===== src/design/fpta_pkg.sv =====
// ----------------------------------------------------------------------------
// fpta_pkg: shared definitions of the first passage time accumulator
// Types, register indexes and widths that the front, the queue, the back
// and the top level use.
// ----------------------------------------------------------------------------
package fpta_pkg;

  localparam int unsigned TimeW  = 32;
  localparam int unsigned DistW  = 24;
  localparam int unsigned HalfW  = 23;
  localparam int unsigned SumW   = 48;
  localparam int unsigned CountW = 32;
  localparam int unsigned PendW  = 56;
  localparam int unsigned PcntW  = 16;
  localparam int unsigned CfgIdxW = 3;
  localparam int unsigned CfgDataW = 48;

  localparam logic [CfgIdxW-1:0] CfgAbsorb  = 3'd0;
  localparam logic [CfgIdxW-1:0] CfgEscape  = 3'd1;
  localparam logic [CfgIdxW-1:0] CfgMode    = 3'd2;
  localparam logic [CfgIdxW-1:0] CfgHalf    = 3'd3;
  localparam logic [CfgIdxW-1:0] CfgMinPass = 3'd4;

  typedef enum logic [1:0] {
    OP_SKIP,
    OP_CLEAR,
    OP_CROSS,
    OP_BIN
  } fpta_op_e;

  typedef struct packed {
    logic signed [DistW-1:0] absorb_level;
    logic signed [DistW-1:0] escape_level;
    logic                    count_mode;
    logic [HalfW-1:0]        bin_half_width;
  } fpta_cfg_t;

  typedef struct packed {
    fpta_op_e         op;
    logic             boundary;
    logic             hit_escape;
    logic             hit_open;
    logic             hit_leave;
    logic [TimeW-1:0] stamp;
  } fpta_item_t;

endpackage


===== src/design/fpta_front.sv =====
// ----------------------------------------------------------------------------
// fpta_front: sample intake and classification
// Tracks the previous time stamp, detects trajectory boundaries and
// compares the distance against the configured levels.
// ----------------------------------------------------------------------------
module fpta_front import fpta_pkg::*; (
  input  logic                    clk_i,
  input  logic                    rst_ni,
  input  fpta_cfg_t               cfg_i,
  input  logic                    in_valid_i,
  output logic                    in_stall_o,
  input  logic [TimeW-1:0]        sample_time_i,
  input  logic signed [DistW-1:0] sample_distance_i,
  input  logic                    full_i,
  output logic                    push_o,
  output fpta_item_t              item_o
);

  logic [TimeW-1:0] prev_time_q, prev_time_d;
  logic             seen_q, seen_d;
  logic             up;
  logic signed [DistW:0] d_x, a_x, e_x, h_x, esc_margin, bin_lo, bin_hi;

  function automatic logic beyond(logic signed [DistW:0] x, logic signed [DistW:0] lvl,
                                  logic dir_up);
    beyond = dir_up ? (x > lvl) : (x < lvl);
  endfunction

  assign in_stall_o = full_i;
  assign push_o     = in_valid_i && !full_i;

  assign up   = cfg_i.escape_level > cfg_i.absorb_level;
  assign d_x  = {sample_distance_i[DistW-1], sample_distance_i};
  assign a_x  = {cfg_i.absorb_level[DistW-1], cfg_i.absorb_level};
  assign e_x  = {cfg_i.escape_level[DistW-1], cfg_i.escape_level};
  assign h_x  = {2'b00, cfg_i.bin_half_width};
  assign esc_margin = e_x - h_x;
  assign bin_lo     = a_x - h_x;
  assign bin_hi     = a_x + h_x;

  always_comb begin
    item_o.stamp      = sample_time_i;
    item_o.boundary   = seen_q && (sample_time_i < prev_time_q);
    item_o.hit_leave  = beyond(d_x, a_x, up);
    if (cfg_i.count_mode) begin
      item_o.hit_escape = beyond(d_x, esc_margin, up);
      item_o.hit_open   = (d_x > bin_lo) && (d_x < bin_hi);
    end else begin
      item_o.hit_escape = beyond(d_x, e_x, up);
      item_o.hit_open   = beyond(a_x, d_x, up);
    end
    if (!seen_q) begin
      item_o.op = OP_SKIP;
    end else if (cfg_i.absorb_level == cfg_i.escape_level) begin
      item_o.op = OP_CLEAR;
    end else if (cfg_i.count_mode) begin
      item_o.op = OP_BIN;
    end else begin
      item_o.op = OP_CROSS;
    end
  end

  always_comb begin
    prev_time_d = prev_time_q;
    seen_d      = seen_q;
    if (push_o) begin
      prev_time_d = sample_time_i;
      seen_d      = 1'b1;
    end
  end

  always_ff @(posedge clk_i or negedge rst_ni) begin
    if (!rst_ni) begin
      prev_time_q <= '0;
      seen_q      <= 1'b0;
    end else begin
      prev_time_q <= prev_time_d;
      seen_q      <= seen_d;
    end
  end

endmodule


===== src/design/fpta_queue.sv =====
// ----------------------------------------------------------------------------
// fpta_queue: two-entry queue between front and back
// Lets the front keep accepting while the back waits on its receiver.
// ----------------------------------------------------------------------------
module fpta_queue import fpta_pkg::*; (
  input  logic       clk_i,
  input  logic       rst_ni,
  input  logic       push_i,
  input  fpta_item_t item_i,
  output logic       full_o,
  input  logic       pop_i,
  output logic       nonempty_o,
  output fpta_item_t item_o
);

  fpta_item_t  entry_q [2];
  logic        wr_ptr_q, wr_ptr_d, rd_ptr_q, rd_ptr_d;
  logic [1:0]  count_q, count_d;
  logic        do_push, do_pop;

  assign full_o     = count_q == 2'd2;
  assign nonempty_o = count_q != 2'd0;
  assign item_o     = entry_q[rd_ptr_q];
  assign do_push    = push_i && !full_o;
  assign do_pop     = pop_i && nonempty_o;

  always_comb begin
    wr_ptr_d = do_push ? !wr_ptr_q : wr_ptr_q;
    rd_ptr_d = do_pop ? !rd_ptr_q : rd_ptr_q;
    count_d  = count_q;
    if (do_push && !do_pop) begin
      count_d = count_q + 2'd1;
    end else if (do_pop && !do_push) begin
      count_d = count_q - 2'd1;
    end
  end

  always_ff @(posedge clk_i) begin
    if (do_push) begin
      entry_q[wr_ptr_q] <= item_i;
    end
  end

  always_ff @(posedge clk_i or negedge rst_ni) begin
    if (!rst_ni) begin
      wr_ptr_q <= 1'b0;
      rd_ptr_q <= 1'b0;
      count_q  <= '0;
    end else begin
      wr_ptr_q <= wr_ptr_d;
      rd_ptr_q <= rd_ptr_d;
      count_q  <= count_d;
    end
  end

endmodule


===== src/design/fpta_back.sv =====
// ----------------------------------------------------------------------------
// fpta_back: passage tracking and accumulation pipeline
// Stage A updates the passage state, stage B multiplies span by start
// count, stage C forms and qualifies the passage sum, and the output stage
// updates the saturating totals.
// ----------------------------------------------------------------------------
module fpta_back import fpta_pkg::*; (
  input  logic                clk_i,
  input  logic                rst_ni,
  input  logic [SumW-1:0]     min_passage_i,
  input  logic                nonempty_i,
  input  fpta_item_t          item_i,
  output logic                pop_o,
  output logic                out_valid_o,
  input  logic                out_stall_i,
  output logic                passage_closed_o,
  output logic [SumW-1:0]     passage_sum_o,
  output logic [SumW-1:0]     total_time_o,
  output logic [CountW-1:0]   total_count_o
);

  logic              en;
  logic              ip_q, ip_d, ia_q, ia_d;
  logic [PendW-1:0]  ps_q, ps_d;
  logic [PcntW-1:0]  pc_q, pc_d;
  logic [TimeW-1:0]  st_q, st_d;

  logic              ip0, ia0, rec, close;
  logic [PendW-1:0]  ps0;
  logic [PcntW-1:0]  pc0;
  logic [TimeW-1:0]  st0;
  logic [TimeW-1:0]  span;

  logic              a_valid_q, a_close_q;
  logic [TimeW-1:0]  a_span_q;
  logic [PcntW-1:0]  a_cnt_q;
  logic [PendW-1:0]  a_psum_q;

  logic              b_valid_q, b_close_q;
  logic [SumW-1:0]   b_prod_q;
  logic [PcntW-1:0]  b_cnt_q;
  logic [PendW-1:0]  b_psum_q;

  logic              c_valid_q, c_acc_q;
  logic [SumW-1:0]   c_res_q;
  logic [PcntW-1:0]  c_cnt_q;

  logic [PendW:0]    diff;
  logic [PendW-1:0]  pass;
  logic              accept;

  logic              out_valid_q, closed_q;
  logic [SumW-1:0]   psum_q, acc_time_q;
  logic [CountW-1:0] acc_cnt_q;
  logic [SumW:0]     time_sum;
  logic [CountW:0]   cnt_sum;

  assign en    = !out_valid_q || !out_stall_i;
  assign pop_o = en && nonempty_i;

  always_comb begin
    ip0 = item_i.boundary ? 1'b0 : ip_q;
    ia0 = item_i.boundary ? 1'b0 : ia_q;
    ps0 = item_i.boundary ? '0 : ps_q;
    pc0 = item_i.boundary ? '0 : pc_q;
    st0 = item_i.boundary ? '0 : st_q;
    ip_d  = ip0;
    ia_d  = ia0;
    st_d  = st0;
    rec   = 1'b0;
    close = 1'b0;
    case (item_i.op)
      OP_SKIP: begin
        ip_d = ip_q;
        ia_d = ia_q;
        st_d = st_q;
        ps0  = ps_q;
        pc0  = pc_q;
      end
      OP_CLEAR: begin
        ip_d = 1'b0;
        ia_d = 1'b0;
        st_d = '0;
        ps0  = '0;
        pc0  = '0;
      end
      OP_CROSS: begin
        if (ip0) begin
          if (item_i.hit_escape) begin
            close = 1'b1;
          end else if (ia0) begin
            if (item_i.hit_leave) begin
              rec  = 1'b1;
              ia_d = 1'b0;
            end
          end else if (item_i.hit_open) begin
            rec  = 1'b1;
            ia_d = 1'b1;
          end
        end else if (item_i.hit_open) begin
          ip_d = 1'b1;
          ia_d = 1'b1;
          st_d = '0;
          rec  = 1'b1;
        end
      end
      OP_BIN: begin
        if (ip0 && item_i.hit_escape) begin
          close = 1'b1;
        end else if (item_i.hit_open) begin
          if (!ip0) begin
            ip_d = 1'b1;
            st_d = item_i.stamp;
          end
          rec = 1'b1;
        end
      end
      default: begin
        ip_d = ip_q;
      end
    endcase
    ps_d = ps0;
    pc_d = pc0;
    if (rec && (pc0 != {PcntW{1'b1}})) begin
      pc_d = pc0 + PcntW'(1);
      ps_d = ps0 + {{(PendW-TimeW){1'b0}}, item_i.stamp - st_d};
    end
    if (close) begin
      ip_d = 1'b0;
      ia_d = 1'b0;
      st_d = '0;
      ps_d = '0;
      pc_d = '0;
    end
    span = (item_i.stamp >= st0) ? item_i.stamp - st0 : '0;
  end

  always_ff @(posedge clk_i or negedge rst_ni) begin
    if (!rst_ni) begin
      ip_q <= 1'b0;
      ia_q <= 1'b0;
      ps_q <= '0;
      pc_q <= '0;
      st_q <= '0;
    end else if (pop_o) begin
      ip_q <= ip_d;
      ia_q <= ia_d;
      ps_q <= ps_d;
      pc_q <= pc_d;
      st_q <= st_d;
    end
  end

  assign diff   = {{(PendW-SumW+1){1'b0}}, b_prod_q} - {1'b0, b_psum_q};
  assign pass   = diff[PendW] ? '0 : diff[PendW-1:0];
  assign accept = b_close_q && ((pass[PendW-1:SumW] != '0) || (pass[SumW-1:0] > min_passage_i));

  assign time_sum = {1'b0, acc_time_q} + {1'b0, c_res_q};
  assign cnt_sum  = {1'b0, acc_cnt_q} + {{(CountW-PcntW+1){1'b0}}, c_cnt_q};

  always_ff @(posedge clk_i) begin
    if (en) begin
      a_close_q <= close;
      a_span_q  <= span;
      a_cnt_q   <= pc0;
      a_psum_q  <= ps0;
      b_close_q <= a_close_q;
      b_prod_q  <= SumW'(a_span_q) * SumW'(a_cnt_q);
      b_cnt_q   <= a_cnt_q;
      b_psum_q  <= a_psum_q;
      c_acc_q   <= accept;
      c_res_q   <= accept ? pass[SumW-1:0] : '0;
      c_cnt_q   <= accept ? b_cnt_q : '0;
      closed_q  <= c_acc_q;
      psum_q    <= c_res_q;
    end
  end

  always_ff @(posedge clk_i or negedge rst_ni) begin
    if (!rst_ni) begin
      a_valid_q   <= 1'b0;
      b_valid_q   <= 1'b0;
      c_valid_q   <= 1'b0;
      out_valid_q <= 1'b0;
      acc_time_q  <= '0;
      acc_cnt_q   <= '0;
    end else if (en) begin
      a_valid_q   <= pop_o;
      b_valid_q   <= a_valid_q;
      c_valid_q   <= b_valid_q;
      out_valid_q <= c_valid_q;
      if (c_valid_q) begin
        acc_time_q <= time_sum[SumW] ? {SumW{1'b1}} : time_sum[SumW-1:0];
        acc_cnt_q  <= cnt_sum[CountW] ? {CountW{1'b1}} : cnt_sum[CountW-1:0];
      end
    end
  end

  assign out_valid_o      = out_valid_q;
  assign passage_closed_o = closed_q;
  assign passage_sum_o    = psum_q;
  assign total_time_o     = acc_time_q;
  assign total_count_o    = acc_cnt_q;

endmodule


===== src/design/first_passage_time_accumulator.sv =====
// ----------------------------------------------------------------------------
// first_passage_time_accumulator: first passage time sums over trajectories
// Samples enter on the input channel (in_valid_i, in_stall_o) as a time
// stamp and a Q8.16 distance. Every accepted sample gives exactly one
// result transaction on the output channel (out_valid_o, out_stall_i)
// with the passage flag, the passage sum and the saturating totals.
// The block takes one sample per cycle while in_stall_o is low; the rate
// is set by the passage state update in the back end, with the span
// multiply and the total update in stages behind it. A two-entry queue
// separates the front from the back end; while the receiver stalls, the
// back end holds and the front keeps accepting until the queue is full,
// then raises in_stall_o. Reset clears all passage state and totals and
// restores the register defaults. Registers are written through cfg_we_i,
// cfg_index_i and cfg_data_i; the user must write them only while the
// block is idle, which the block itself does not enforce.
// ----------------------------------------------------------------------------
module first_passage_time_accumulator import fpta_pkg::*; (
  input  logic                    clk_i,
  input  logic                    rst_ni,
  input  logic                    cfg_we_i,
  input  logic [CfgIdxW-1:0]      cfg_index_i,
  input  logic [CfgDataW-1:0]     cfg_data_i,
  input  logic                    in_valid_i,
  output logic                    in_stall_o,
  input  logic [TimeW-1:0]        sample_time_i,
  input  logic signed [DistW-1:0] sample_distance_i,
  output logic                    out_valid_o,
  input  logic                    out_stall_i,
  output logic                    passage_closed_o,
  output logic [SumW-1:0]         passage_sum_o,
  output logic [SumW-1:0]         total_time_o,
  output logic [CountW-1:0]       total_count_o
);

  fpta_cfg_t       cfg_q, cfg_d;
  logic [SumW-1:0] min_pass_q, min_pass_d;
  logic            push, full, pop, nonempty;
  fpta_item_t      front_item, queue_item;

  always_comb begin
    cfg_d      = cfg_q;
    min_pass_d = min_pass_q;
    if (cfg_we_i) begin
      case (cfg_index_i)
        CfgAbsorb:  cfg_d.absorb_level   = cfg_data_i[DistW-1:0];
        CfgEscape:  cfg_d.escape_level   = cfg_data_i[DistW-1:0];
        CfgMode:    cfg_d.count_mode     = cfg_data_i[0];
        CfgHalf:    cfg_d.bin_half_width = cfg_data_i[HalfW-1:0];
        CfgMinPass: min_pass_d           = cfg_data_i[SumW-1:0];
        default:    cfg_d                = cfg_q;
      endcase
    end
  end

  always_ff @(posedge clk_i or negedge rst_ni) begin
    if (!rst_ni) begin
      cfg_q.absorb_level   <= '0;
      cfg_q.escape_level   <= 24'sd65536;
      cfg_q.count_mode     <= 1'b0;
      cfg_q.bin_half_width <= 23'd328;
      min_pass_q           <= '0;
    end else begin
      cfg_q      <= cfg_d;
      min_pass_q <= min_pass_d;
    end
  end

  fpta_front u_front (
    .clk_i             (clk_i),
    .rst_ni            (rst_ni),
    .cfg_i             (cfg_q),
    .in_valid_i        (in_valid_i),
    .in_stall_o        (in_stall_o),
    .sample_time_i     (sample_time_i),
    .sample_distance_i (sample_distance_i),
    .full_i            (full),
    .push_o            (push),
    .item_o            (front_item)
  );

  fpta_queue u_queue (
    .clk_i      (clk_i),
    .rst_ni     (rst_ni),
    .push_i     (push),
    .item_i     (front_item),
    .full_o     (full),
    .pop_i      (pop),
    .nonempty_o (nonempty),
    .item_o     (queue_item)
  );

  fpta_back u_back (
    .clk_i            (clk_i),
    .rst_ni           (rst_ni),
    .min_passage_i    (min_pass_q),
    .nonempty_i       (nonempty),
    .item_i           (queue_item),
    .pop_o            (pop),
    .out_valid_o      (out_valid_o),
    .out_stall_i      (out_stall_i),
    .passage_closed_o (passage_closed_o),
    .passage_sum_o    (passage_sum_o),
    .total_time_o     (total_time_o),
    .total_count_o    (total_count_o)
  );

endmodule


===== config.mk =====
export PLATFORM = sky130hd
export DESIGN_NAME = first_passage_time_accumulator
export DESIGN_NICKNAME = d
export VERILOG_FILES = /design/src/design/fpta_pkg.sv /design/src/design/fpta_front.sv /design/src/design/fpta_queue.sv /design/src/design/fpta_back.sv /design/src/design/first_passage_time_accumulator.sv
export SDC_FILE = /design/constraint.sdc
export NUM_CORES = 2
export LEC_CHECK = 0
export BUFFER_PORTS_ARGS = -buffer_cell sky130_fd_sc_hd__buf_2
export CAP_MARGIN = 5
export CORE_ASPECT_RATIO = 0.6
export CORE_MARGIN = 1
export CORE_UTILIZATION = 45
export DETAILED_ROUTE_END_ITERATION = 16
export PLACE_DENSITY = 0.62
export SYNTH_ARGS = -nofsm -noshare
export SYNTH_HDL_FRONTEND = slang
export SYNTH_SLANG_ARGS = --single-unit
export TNS_END_PERCENT = 100

===== constraint.sdc =====
create_clock -name clk_i -period 16.2 [get_ports clk_i]
set_input_delay 3.24 -clock clk_i [delete_from_list [all_inputs] [get_ports clk_i]]
set_output_delay 3.24 -clock clk_i [all_outputs]
set_load 0.01 [all_outputs]

# Yosys cells after proc, flatten, opt, wreduce, memory -nomap -nowiden

Memory sizes are Yosys's and may differ from the RTL's.
Index checks and enable logic that the tools add are counted.

Register bits: 687
Memory bits (writable): 76
Input bits: 112
Output and inout port bits: 131
Memories kept: 1

Memory list:

| memory          | depth | bits a word | read ports | clocked after Yosys merged registers in | wr ports | RTL line         | source |
|---|---|---|---|---|---|---|---|
| u_queue.entry_q | 2     | 38          | 1          | 0                                       | 1        | fpta_queue.sv:16 | `fpta_item_t entry_q [2];` |

Add/sub/neg operators: 12
$mul: 1
Magnitude comparators: 14
Equal/unequal tests: 11
Muxes and demuxes: 56
Reduce and logical (&&, ||, !) cells: 32

Operators with widths:

| operator         | count |
|---|---|
| $mux 32          | 8 |
| $mux 56          | 4 |
| $pmux 32 s4      | 1 |
| $pmux 56 s2      | 1 |
| $gt 24x24->1     | 4 |
| $lt 24x24->1     | 3 |
| $sub 32x32->32   | 2 |
| $sub 48x56->57   | 1 |
| $add 56x32->56   | 1 |
| $gt 24x25->1     | 2 |
| $lt 24x25->1     | 2 |
| $sub 24x24->25   | 2 |
| $add 48x48->49   | 1 |
| $gt 48x48->1     | 1 |
| $mul 32x16->48   | 1 |
| $mux 16          | 3 |
| $mux 48          | 1 |
| $add 32x16->33   | 1 |
| $ge 32x32->1     | 1 |
| $lt 32x32->1     | 1 |
| $pmux 16 s2      | 1 |
| $mux 1           | 28 |
| $add 24x24->25   | 1 |
| $eq 24x24->1     | 1 |
| other kinds (21) | 54 |

# Depth between registers and ports, before layout

An unclocked memory read counts as a cell.

Word-level depth: 10
Mapped depth: 41

# Modules after synthesis

Synthesis repeated with hierarchy kept, for this count alone.

Cell total of the unflattened synthesis: 6,750
Area total of the unflattened synthesis: 64,992.3 um^2

By module, submodules not included:

| module                         | times used | cells an instance | area an instance (um^2) |
|---|---|---|---|
| fpta_back                      | 1          | 5,184             | 48,412.7 |
| fpta_front                     | 1          | 1,172             | 8,981.1 |
| first_passage_time_accumulator | 1          | 257               | 4,609.4 |
| fpta_queue                     | 1          | 137               | 2,989.1 |

# Worst setup path after synthesis

OpenSTA, ideal clock, no wires.

Path type: in2reg
From: input out_stall_i
To: register u_back.acc_time_q[37] (netlist: u_back.total_time_o[37])
Library setup time: 0.121 ns
Arrival: 13.170 ns
Required time: 16.079 ns
Slack: 2.909 ns
Stages on the path: 6
Path buffers: 1
Cell sequence: nand2_1 -> nand2_1 -> a211oi_1 -> nand2_2 -> buf_4 -> o22a_1

Cells in the longest elaborated chain, start to end: 3

Ends and longest elaborated chain:

| element                    | RTL line                             | source |
|---|---|---|
| from (decl)                | first_passage_time_accumulator.sv:28 | `input logic out_stall_i,` |
| $logic_not 1->1            | fpta_back.sv:58                      | `assign en = !out_valid_q \|\| !out_stall_i;` |
| $logic_or 1x1->1           | fpta_back.sv:58                      |  |
| $reduce_and 2->1 (no line) | --                                   |  |
| to (signal assigned)       | fpta_back.sv:193                     | `acc_time_q <= time_sum[SumW] ? {SumW{1'b1}} : time_sum[SumW-1:0];` |
| to (decl)                  | fpta_back.sv:53                      | `logic [SumW-1:0] psum_q, acc_time_q;` |

Every way passes these cells.
A chain may end at the register's enable or synchronous reset.

# Worst setup path in the final report

From: register u_queue.rd_ptr_q
To: register u_back.ps_q[32]

Cells in the longest elaborated chain, start to end: 10
Elaborated cells between the ends (all ways): 36
Classes of those cells: add/sub (2); eq/ne (4); mux (26); reduce/logical (3); memory (1)

Ends and longest elaborated chain:

| element                                  | RTL line                         | source |
|---|---|---|
| from (decl)                              | fpta_queue.sv:17                 | `logic wr_ptr_q, wr_ptr_d, rd_ptr_q, rd_ptr_d;` |
| from (signal assigned)                   | fpta_queue.sv:51                 | `rd_ptr_q <= rd_ptr_d;` |
| $mem_v2 2x38 *                           | --                               |  |
| $mux 32 / $mux 1 (equally long branches) | fpta_back.sv:66, fpta_back.sv:62 |  |
| $mux 32                                  | fpta_back.sv:111                 | `if (!ip0) begin` |
| $mux 32                                  | fpta_back.sv:110                 | `end else if (item_i.hit_open) begin` |
| $mux 32                                  | fpta_back.sv:108                 | `if (ip0 && item_i.hit_escape) begin` |
| $pmux 32 s4                              | fpta_back.sv:72                  | `case (item_i.op)` |
| $sub 32x32->32                           | fpta_back.sv:126                 | `ps_d = ps0 + {{(PendW-TimeW){1'b0}}, item_i.stamp - st_d};` |
| $add 56x32->56                           | fpta_back.sv:126                 |  |
| $mux 56                                  | fpta_back.sv:124                 | `if (rec && (pc0 != {PcntW{1'b1}})) begin` |
| $mux 56 *                                | fpta_back.sv:128                 | `if (close) begin` |
| to (signal assigned)                     | fpta_back.sv:148                 | `ps_q <= ps_d;` |
| to (decl)                                | fpta_back.sv:24                  | `logic [PendW-1:0] ps_q, ps_d;` |

Mark *: on every way between the ends. The rest lies on a longest branch, timed or not.

==> flow_summary.ini <==
[setup_path]
path_common_cell = nand2_1
cp_max_fo = 29
timing.rr.start = u_queue.rd_ptr_q
worstSetupStartpointType = flip-flop
startpoint = u_queue.rd_ptr_q
critical_path_depth = 31
worstSetupPathType = flip-flop to flip-flop
critPathMaxStageDelay_ps = 620
crit_path_end_kind = flip-flop
ff2ff_setup_slack_ps = 7720
r2r_cells = 31
cp_top_family = compound AO/OA/AOI/OAI gates
cp.arrival_ps = 9010
crit_buf_inv = 1
cp.required_ps = 16730
slowest_stage = dfrtp_2
crit_end = u_back.ps_q[32]
r2r_end = u_back.ps_q[32]

[synth]
synth_warnings = 0
synthesis.nets = 7848
netlist_top_cells_area = edfxtp_1 (20%), dfrtp_1 (13%), fa_1 (13%), ha_1 (12%), nand2_1 (5.0%)
synth_edf_count = 416
yosys.area.top_type = edfxtp_1
syn-cell-area_sq_mm = 0.06382
async_reset_ff_frac = 0.4548
synth_cell_types = 103
postSynthCellCount = 6678
synth_ff_type = edfxtp_1
yosys-top-cells-count = nand2_1 (847), inv_1 (781), ha_1 (631), fa_1 (427)
yosysMostFrequentCell = nand2_1
syn_avg_cell_area_sq_um = 9.556
ys_seq_area_frac = 0.3319
synth.top_cell.area_share = 0.1957
ys_seq_elements = 763

[floorplanning]
die_h_um = 293.7
die_x_um = 488.2
rows = 106
dieArea_sq_mm = 0.1434
initial_core_util = 0.4557
pin_count = 243
core_sq_mm = 0.1401

[final_layout]
n_fill_cell = 13032
utilization = 0.4985
area_delta_synth_final_pct = 9.409
final_nets = 8000
drive_gt1_frac = 0.08365

[drt]
drt_wl_total_mm = 195.6
drc = 0
vias = 50479
drt-wirelength-per-cell_um = 22.24
dr.pass1.iters = 6
drtAntennaViolNets = 0
drt_iter0_markers = 5336
viasPerCell = 5.740

[sta]
clock_skew_ps = 47.24
max_slew.worst_pin.slew_ps = 1124
timing.fmax_mhz = 117.9
setup_viol = 0
slew_violations = 0
fin_setup_tns_ps = 0
hold_viol = 0
slew_headroom = 0.2505
rsz0062_at_grt = false
holdWs_ps = 412.3
finalCritPeriodShare = 0.5234
fin_crit_ps = 8480

[clock_tree]
path_clk_slew_ps = 70
cts_tree = yes
root_buffer = clkbuf_16
cts_sinks = 763
cts.htree.levels = 3
cts_resized = 0
insertion_delay_ps = 690
cts_inserted_buffers = 80
cts_buffer_depth = 3
post-cts-setup-buffer-count = 0
ctsHoldBuffers = 0

[global_routing]
grt_pass1_vias = 47816
track_usage = 0.2727
grt_pass1_wl_mm = 297.9
grt_overflow = 0
antenna_found_initial = 11
grt_max_degree = 122

[placed_design]
dp_hpwl_mm = 152.6
port_buffers = 242
place.gp.congestion = 0.9731

[worst_hold_path]
min_path_type = flip-flop to flip-flop
hp-start = u_back.a_psum_q[38]

[flow_run]
max_cap_violations = 0

[outcome]
status = complete, no violations
[kinds of logic after synthesis]
logic type | count (synthesis) | synth area share
compound gates | 1440 | 0.1441
xor+xnor | 280 | 0.03843
fa+ha+maj | 1058 | 0.2577
buf+inv | 1013 | 0.06031
flops | 763 | 0.3319
mux | 81 | 0.01400
simple gates | 2043 | 0.1536
[routing by layer]
metal / wire, um / GRT usage
met5: 13 / 0
met1: 98060 / 0.4528
met4: 2676 / 0.04135
met3: 22620 / 0.06773
met2: 72270 / 0.3486
[cells in the final DEF, fill, tap and decap left out, types with 48 or more instances in the layout]
| cell | count |
|---|---|
| and3_1 | 120 |
| o21ai_0 | 416 |
| inv_1 | 781 |
| nand4_1 | 81 |
| xnor2_1 | 195 |
| nand2_1 | 846 |
| a21oi_1 | 357 |
| a31oi_1 | 48 |
| ha_1 | 631 |
| nor3_1 | 103 |
| nor2_1 | 299 |
| nor2b_1 | 119 |
| buf_4 | 53 |
| dfrtp_1 | 342 |
| nand2b_1 | 74 |
| buf_2 | 242 |
| nand3_1 | 90 |
| and2_1 | 190 |
| xor2_1 | 85 |
| edfxtp_1 | 416 |
| mux2_2 | 66 |
| clkbuf_16 | 82 |
| fa_1 | 427 |
| a21o_1 | 154 |
| o21a_1 | 69 |
[worst min-delay path by stage]
stage / cells past startpoint / end / slack [ps]
2_1_floorplan: 0 / u_back.b_close_q / 400
3_3_place_gp: 0 / u_back.b_psum_q[4] / 400
3_5_place_dp: 0 / u_back.b_psum_q[13] / 400
4_1_cts: 0 / u_back.b_psum_q[9] / 420
5_1_grt: 0 / u_back.b_psum_q[13] / 420
6_report: 0 / u_back.b_psum_q[38] / 410
[per-stage QoR]
| stage | setup slack [ps] | instance area [sq um] | cells |
|---|---|---|---|
| 6_report | 7720 | 69820 | 8795 |
| 5_1_grt | 7054 | 69810 | 8790 |
| 3_5_place_dp | 7983 | 67020 | 8638 |
| 2_1_floorplan | 2909 | 63820 | 6678 |
| 4_1_cts | 7897 | 69800 | 8788 |
| 3_3_place_gp | 8170 | 67010 | 8637 |
[sequential cells by signal, summed over array words and instances (netlist names), 2 cells and up]
register,cells
u_back.total_time_o,48
u_back.st_q,32
u_back.a_cnt_q,16
u_back.b_psum_q,56
u_back.a_span_q,32
u_back.b_cnt_q,16
u_back.a_psum_q,56
min_pass_q,48
u_back.b_prod_q,48
u_back.pc_q,16
u_back.passage_sum_o,48
u_back.c_res_q,48
cfg_q,72
u_queue.entry_q,76
u_front.prev_time_q,32
u_back.ps_q,56
u_queue.count_q,2
u_back.c_cnt_q,16
u_back.total_count_o,32
[final cells by class]
| cell class | count | area, sq um | area share |
|---|---|---|---|
| Antenna cell | 7 | 17.52 | 0.0002509 |
| Clock buffer | 105 | 2228 | 0.03192 |
| Clock inverter | 45 | 554.3 | 0.007939 |
| Inverter | 785 | 2947 | 0.04220 |
| Multi-Input combinational cell | 4902 | 38860 | 0.5566 |
| Sequential cell | 763 | 21180 | 0.3034 |
| Tap cell | 1890 | 2365 | 0.03387 |
| Timing Repair Buffer | 298 | 1664 | 0.02383 |
[worst register-to-register path, delay by kind of cell, from the launching register on]
family	cells	cell delay, ps
compound gates	16	3960
xor+xnor	1	100
fa+ha+maj	3	1010
buf+inv	1	590
flops	1	620
mux	1	240
simple gates	9	1850
Power is left out: the tool's default activity adds up to more than one toggle a clock period on the data nets, which glitch-free logic cannot reach.
